## src/rtl/core/utf8ptc_pkg.sv

```systemverilog
// Package for the UTF-8 plain text checker core.
// Holds the checker state type and the byte-class constants.
// No dependencies.
`timescale 1ns / 1ps

package utf8ptc_pkg;

    localparam int unsigned ByteW = 8;
    localparam int unsigned OutTdataW = 8;

    localparam logic [ByteW-1:0] ChTab      = 8'h09;
    localparam logic [ByteW-1:0] ChLf       = 8'h0A;
    localparam logic [ByteW-1:0] ChCr       = 8'h0D;
    localparam logic [ByteW-1:0] ChSpace    = 8'h20;
    localparam logic [ByteW-1:0] ChDel      = 8'h7F;
    localparam logic [ByteW-1:0] ChEdLead   = 8'hED;
    localparam logic [ByteW-1:0] MaskCont   = 8'hC0;
    localparam logic [ByteW-1:0] PatCont    = 8'h80;
    localparam logic [ByteW-1:0] MaskSurr   = 8'hA0;
    localparam logic [ByteW-1:0] MaskLead2  = 8'hE0;
    localparam logic [ByteW-1:0] PatLead2   = 8'hC0;
    localparam logic [ByteW-1:0] MaskLead3  = 8'hF0;
    localparam logic [ByteW-1:0] PatLead3   = 8'hE0;
    localparam logic [ByteW-1:0] MaskLead4  = 8'hF8;
    localparam logic [ByteW-1:0] PatLead4   = 8'hF0;

    typedef struct packed {
        logic [1:0] pend;
        logic       after_ed;
        logic       cr_pend;
        logic       failed;
    } t_state;

endpackage

```

## src/rtl/core/utf8_plain_text_checker_core.sv

```systemverilog
// Each accepted byte waits in the input register; its result word is then
// registered in the result register and held there until it is read.
// Throughput: one byte per cycle while the output is not stalled; the input register
// advances whenever the result register is empty or being read, and otherwise holds its byte.
// Reset: synchronous, active low; clears both valid flags and the checker state.
// Top level of the UTF-8 plain text checker; uses utf8ptc_pkg, utf8ptc_step, utf8ptc_out_stage.
`timescale 1ns / 1ps

module utf8_plain_text_checker_core (
    input  logic                              i_clk,
    input  logic                              i_rst_n,
    input  logic                              i_s_axis_tvalid,
    output logic                              o_s_axis_tready,
    input  logic [utf8ptc_pkg::ByteW-1:0]     i_s_axis_tdata,  // [7:0] data_byte
    input  logic                              i_s_axis_tlast,  // last
    output logic                              o_m_axis_tvalid,
    input  logic                              i_m_axis_tready,
    output logic [utf8ptc_pkg::OutTdataW-1:0] o_m_axis_tdata,  // [0] ok, [7:1] zero
    output logic                              o_m_axis_tlast   // done_res
);

    logic                          r_in_valid;
    logic [utf8ptc_pkg::ByteW-1:0] r_in_byte;
    logic                          r_in_last;
    utf8ptc_pkg::t_state           r_state;
    utf8ptc_pkg::t_state           n_state;
    logic                          w_ok;
    logic                          w_out_ready;
    logic                          w_adv;

    assign w_adv           = r_in_valid && w_out_ready;
    assign o_s_axis_tready = !r_in_valid || w_out_ready;

    always_ff @(posedge i_clk) begin
        if (!i_rst_n) begin
            r_in_valid <= 1'b0;
            r_state    <= '0;
        end else begin
            if (o_s_axis_tready) begin
                r_in_valid <= i_s_axis_tvalid;
            end
            if (w_adv) begin
                r_state <= n_state;
            end
        end
        if (o_s_axis_tready && i_s_axis_tvalid) begin
            r_in_byte <= i_s_axis_tdata;
            r_in_last <= i_s_axis_tlast;
        end
    end

    utf8ptc_step u_step (
        .i_state (r_state),
        .i_byte  (r_in_byte),
        .i_last  (r_in_last),
        .o_state (n_state),
        .o_ok    (w_ok)
    );

    utf8ptc_out_stage u_out (
        .i_clk           (i_clk),
        .i_rst_n         (i_rst_n),
        .i_valid         (w_adv),
        .i_ok            (w_ok),
        .i_last          (r_in_last),
        .o_ready         (w_out_ready),
        .o_m_axis_tvalid (o_m_axis_tvalid),
        .i_m_axis_tready (i_m_axis_tready),
        .o_m_axis_tdata  (o_m_axis_tdata),
        .o_m_axis_tlast  (o_m_axis_tlast)
    );

endmodule

```

## src/rtl/core/utf8ptc_step.sv

```systemverilog
// Next-state and verdict logic for one byte of the UTF-8 plain text checker.
// Purely combinational; uses utf8ptc_pkg.
`timescale 1ns / 1ps

module utf8ptc_step (
    input  utf8ptc_pkg::t_state          i_state,
    input  logic [utf8ptc_pkg::ByteW-1:0] i_byte,
    input  logic                          i_last,
    output utf8ptc_pkg::t_state          o_state,
    output logic                          o_ok
);

    utf8ptc_pkg::t_state w_mid;
    logic                w_ctrl_bad;
    logic                w_end_fail;

    assign w_ctrl_bad = ((i_byte < utf8ptc_pkg::ChSpace) && (i_byte != utf8ptc_pkg::ChTab)
                         && (i_byte != utf8ptc_pkg::ChLf) && (i_byte != utf8ptc_pkg::ChCr))
                        || (i_byte == utf8ptc_pkg::ChDel);

    always_comb begin
        w_mid = i_state;
        if (i_state.pend != 2'd0) begin
            if ((i_byte & utf8ptc_pkg::MaskCont) != utf8ptc_pkg::PatCont) begin
                w_mid.failed = 1'b1;
            end
            if (i_state.after_ed
                && ((i_byte & utf8ptc_pkg::MaskSurr) == utf8ptc_pkg::MaskSurr)) begin
                w_mid.failed = 1'b1;
            end
            w_mid.after_ed = 1'b0;
            w_mid.pend     = i_state.pend - 2'd1;
        end else begin
            if (i_state.cr_pend && (i_byte != utf8ptc_pkg::ChLf)) begin
                w_mid.failed = 1'b1;
            end
            w_mid.cr_pend  = 1'b0;
            w_mid.after_ed = 1'b0;
            if (w_ctrl_bad) begin
                w_mid.failed = 1'b1;
            end else if (i_byte <= utf8ptc_pkg::ChDel) begin
                w_mid.cr_pend = (i_byte == utf8ptc_pkg::ChCr);
            end else if ((i_byte & utf8ptc_pkg::MaskLead2) == utf8ptc_pkg::PatLead2) begin
                w_mid.pend = 2'd1;
            end else if ((i_byte & utf8ptc_pkg::MaskLead3) == utf8ptc_pkg::PatLead3) begin
                w_mid.pend     = 2'd2;
                w_mid.after_ed = (i_byte == utf8ptc_pkg::ChEdLead);
            end else if ((i_byte & utf8ptc_pkg::MaskLead4) == utf8ptc_pkg::PatLead4) begin
                w_mid.pend = 2'd3;
            end else begin
                w_mid.failed = 1'b1;
            end
        end
    end

    assign w_end_fail = i_last && ((w_mid.pend != 2'd0) || w_mid.cr_pend);
    assign o_ok       = !(w_mid.failed || w_end_fail);

    always_comb begin
        if (i_last) begin
            o_state = '0;
        end else begin
            o_state = w_mid;
        end
    end

endmodule

```

## src/rtl/core/utf8ptc_out_stage.sv

```systemverilog
// Result register of the UTF-8 plain text checker with its stream handshake.
// Uses utf8ptc_pkg for the output word width.
`timescale 1ns / 1ps

module utf8ptc_out_stage (
    input  logic                              i_clk,
    input  logic                              i_rst_n,
    input  logic                              i_valid,
    input  logic                              i_ok,
    input  logic                              i_last,
    output logic                              o_ready,
    output logic                              o_m_axis_tvalid,
    input  logic                              i_m_axis_tready,
    output logic [utf8ptc_pkg::OutTdataW-1:0] o_m_axis_tdata,
    output logic                              o_m_axis_tlast
);

    logic r_valid;
    logic r_ok;
    logic r_last;

    assign o_ready = !r_valid || i_m_axis_tready;

    always_ff @(posedge i_clk) begin
        if (!i_rst_n) begin
            r_valid <= 1'b0;
        end else if (o_ready) begin
            r_valid <= i_valid;
        end
        if (o_ready && i_valid) begin
            r_ok   <= i_ok;
            r_last <= i_last;
        end
    end

    assign o_m_axis_tvalid = r_valid;
    assign o_m_axis_tdata  = {{(utf8ptc_pkg::OutTdataW-1){1'b0}}, r_ok};
    assign o_m_axis_tlast  = r_last;

endmodule

```

## config.mk

```make
export PLATFORM = sky130hd
export DESIGN_NAME = utf8_plain_text_checker_core
export DESIGN_NICKNAME = d
export VERILOG_FILES = /design/src/rtl/core/utf8ptc_pkg.sv /design/src/rtl/core/utf8_plain_text_checker_core.sv /design/src/rtl/core/utf8ptc_step.sv /design/src/rtl/core/utf8ptc_out_stage.sv
export SDC_FILE = /design/constraint.sdc
export NUM_CORES = 1
export LEC_CHECK = 0
export ABC_AREA = 1
export BUFFER_PORTS_ARGS = -buffer_cell sky130_fd_sc_hd__buf_2
export CAP_MARGIN = 20
export CORE_MARGIN = 5
export CORE_UTILIZATION = 45
export CTS_BUF_LIST = sky130_fd_sc_hd__clkbuf_16
export DETAILED_ROUTE_END_ITERATION = 6
export GPL_ROUTABILITY_DRIVEN = 1
export PLACE_DENSITY_LB_ADDON = 0.25
export SYNTH_ARGS = -nofsm -noshare
export SYNTH_HDL_FRONTEND = slang
export SYNTH_SLANG_ARGS = --single-unit
export TNS_END_PERCENT = 5
```

## constraint.sdc

```tcl
create_clock -name i_clk -period 2.5 [get_ports i_clk]
set_input_delay 0.5 -clock i_clk [delete_from_list [all_inputs] [get_ports i_clk]]
set_output_delay 0.5 -clock i_clk [all_outputs]
set_load 0.03 [all_outputs]
```

==> impl_metrics.py <==
metrics = {
    "outcome": {
        "status": "finished, final reports clean",
    },
    "clocking": {
        "postCtsHoldBufs": 0,
        "numCtsBuffers": 3,
        "htreeDepth": 1,
        "cts_tree": "built",
        "worstSkewPairLatency_ns": 0.25,
        "clk_pin_slew_ns": 0.05,
        "cts_resized": 0,
        "root_buffer": "clkbuf_16",
        "cts.path.max_buffers": 2,
        "clock_sinks": 18,
        "postCtsSetupBuffers": 0,
    },
    "logic_synthesis": {
        "synth_top_cell_area_share_pct": 35.68,
        "syn-cell-area_um2": 925.9,
        "synthTopCellsByCount": "nand2_1, inv_1, edfxtp_1",
        "syn_area_per_cell_um2": 8.122,
        "yosys_warnings": 0,
        "ys_async_sr_fraction_pct": 0,
        "ys_ff_latch": 18,
        "synth.distinct_cells": 17,
        "synth_area_leader_cell": "edfxtp_1",
        "yosys-top-cells-area": "edfxtp_1, dfxtp_1, nand2_1",
        "post-synth-top-count-cell": "nand2_1",
        "ys_seq_area_share_pct": 50.81,
        "synth_edf_count": 11,
        "synthFlopType": "edfxtp_1",
        "synthCells": 114,
    },
    "power_and_ir_drop": {
        "peakVddDrop_uv": 464.8,
        "p_int_w": 0.0005644,
        "power_switching_w": 0.0001627,
        "pwr-share-clk_pct": 43.2,
        "p_leak_nw": 0.5110,
        "seqPwrFrac_pct": 46.9,
        "p_per_area_mw_per_mm2": 672.6,
        "p_comb_share_pct": 9.9,
        "switching_share_pct": 22.38,
        "p_total_w": 0.0007271,
    },
    "die": {
        "start_util_pct": 47.19,
        "io_pins": 24,
        "chipWidth_um": 55.36,
        "core_mm2": 0.001962,
        "row_count": 16,
        "die_area_mm2": 0.003065,
        "die_h_um": 55.36,
    },
    "setup_path": {
        "cp-end-kind": "flop",
        "cp_slowest_cell": "edfxtp_1",
        "rr_startpoint": "r_in_byte[7]",
        "r2r_setup_slack_ns": 1.03,
        "cp_data_arrival_time_ns": 1.47,
        "worst-path-buf-inv": 0,
        "r2r_cells": 9,
        "cp_common_cell": "nand2_1",
        "critPathMaxFanout": 6,
        "crit_cells": 9,
        "required_ns": 2.50,
        "crit_path_cell_trace": "nand2_1 -> nor2_1 -> nand2_1 -> o21ai_0 -> nand2_1 -> nand2_1 -> nand2_1 -> a21oi_1 -> nor2_1",
        "crit_family": "simple AND/OR/NAND/NOR gates",
        "criticalPathCategory": "flop to flop",
        "setup.worst_path.start_class": "flop",
        "cpPeakStageDelay_ns": 0.45,
        "critPathLaunch": "r_in_byte[7]",
    },
    "sta": {
        "period_needed_ns": 1.472,
        "setup_tns_ns": 0,
        "slew_violations": 0,
        "period_share_pct": 58.86,
        "timing.final.ws_setup_ns": 1.028,
        "setup_viol": 0,
        "fmax_ghz": 0.6796,
        "hold_viol_final": 0,
        "rsz0062_at_grt": "false",
        "skew_ns": 0.001103,
    },
    "placement": {
        "gp_congestion": 0.8137,
        "dp_slack_ns": 1.045,
        "dp.final_hpwl_um": 1281,
        "io_buffers": 16,
    },
    "detailed_routing": {
        "wl_per_cell_um": 10.27,
        "route.detailed.drc": 0,
        "avgViaCountPerCell": 4.767,
        "drtPass1Iterations": 4,
        "vias": 758,
        "drt-initial-drc-count": 23,
        "routed_wl_um": 1633,
        "ant_nets": 0,
    },
    "layout": {
        "ff_latch_area_um2": 470.5,
        "fillers": 193,
        "final_util_pct": 55.10,
        "finalNetCount": 146,
        "areaGrowthSynthToFinish_pct": 16.76,
        "num_antenna_cells": 0,
        "multiInputGateArea_um2": 350.3,
        "layout-drive-gt1-share_pct": 20.45,
    },
    "global_route": {
        "overflow": 0,
        "grt_start_max_net_pins": 11,
        "grt_pass1_vias": 705,
        "grt_pass1_wl_um": 2870,
        "antenna_found_initial": 0,
        "grt_usage_pct": 11.90,
    },
    "hold_path": {
        "hold_class": "input pin to flop",
        "worstHoldPathCells": 1,
        "worstHoldStart": "i_s_axis_tdata[0]",
    },
    "flow_run": {
        "drv_cap": 0,
    },
}
layout by cell type, fill, tap and decap left out, types with 3 or more instances in the layout:
master      n
a21oi_1     9
buf_2      16
clkbuf_16   3
conb_1      7
dfxtp_1     7
edfxtp_1   11
inv_1      17
nand2_1    33
nand3_1     4
nand4_1     3
nor2_1      9
nor3_1      3
through the flow:
stage / hold slack [ns] / instances / instance area (µm²)
global placement: 0.4591 / 155 / 1002
floorplan: 0.4456 / 120 / 948.4
finish: 0.4247 / 159 / 1081
CTS: 0.4238 / 159 / 1081
detailed placement: 0.4591 / 155 / 1002
global route: 0.4176 / 159 / 1081
cells by family after synthesis:
| logic type | synth area share [%] |
|---|---|
| compound gates | 6.892 |
| buf+inv | 13.78 |
| flops | 50.81 |
| other cells | 0.4050 |
| simple gates | 28.11 |
area by class of cell:
class	count	area share, %
Sequential cell	18	43.52
Multi-Input combinational cell	76	32.41
Timing Repair Buffer	16	7.407
Clock buffer	3	6.944
Inverter	18	6.250
Tap cell	27	3.125
Clock inverter	1	0.3472
metal layers:
layer / wire [µm] / up-vias / GRT usage [%]
met4: 27 / 0 / 5.208
met3: 127 / 4 / 4.429
met1: 639 / 340 / 12.82
li1: - / 385 / -
met5: 0 / - / 0
met2: 839 / 29 / 20.61
final timing paths:
| kind | end |
|---|---|
| hold reg to reg | r_state[2] |
| hold / removal | r_in_byte[0] |
| setup / recovery | u_out.r_ok |
| setup reg to reg | u_out.r_ok |
power groups by stage:
stage / logic, W / clock network (W) / registers (W)
final: 0.0000722 / 0.000314 / 0.000341
after global routing: 0.0000807 / 0.000336 / 0.000342
after CTS: 0.0000724 / 0.000318 / 0.000340
after detailed placement: 0.0000719 / 0 / 0.000346
after global placement: 0.0000704 / 0 / 0.000346
after floorplan: 0.0000602 / 0 / 0.000347
sequential cells by signal (all words and copies together), names as in the netlist:
signal / count
u_out.o_m_axis_tvalid: 1
u_out.o_m_axis_tlast: 1
r_in_last: 1
r_in_byte: 8
r_in_valid: 1
u_out.r_ok: 1
r_state: 5
No activity file was read; power rests on OpenSTA's default activity.
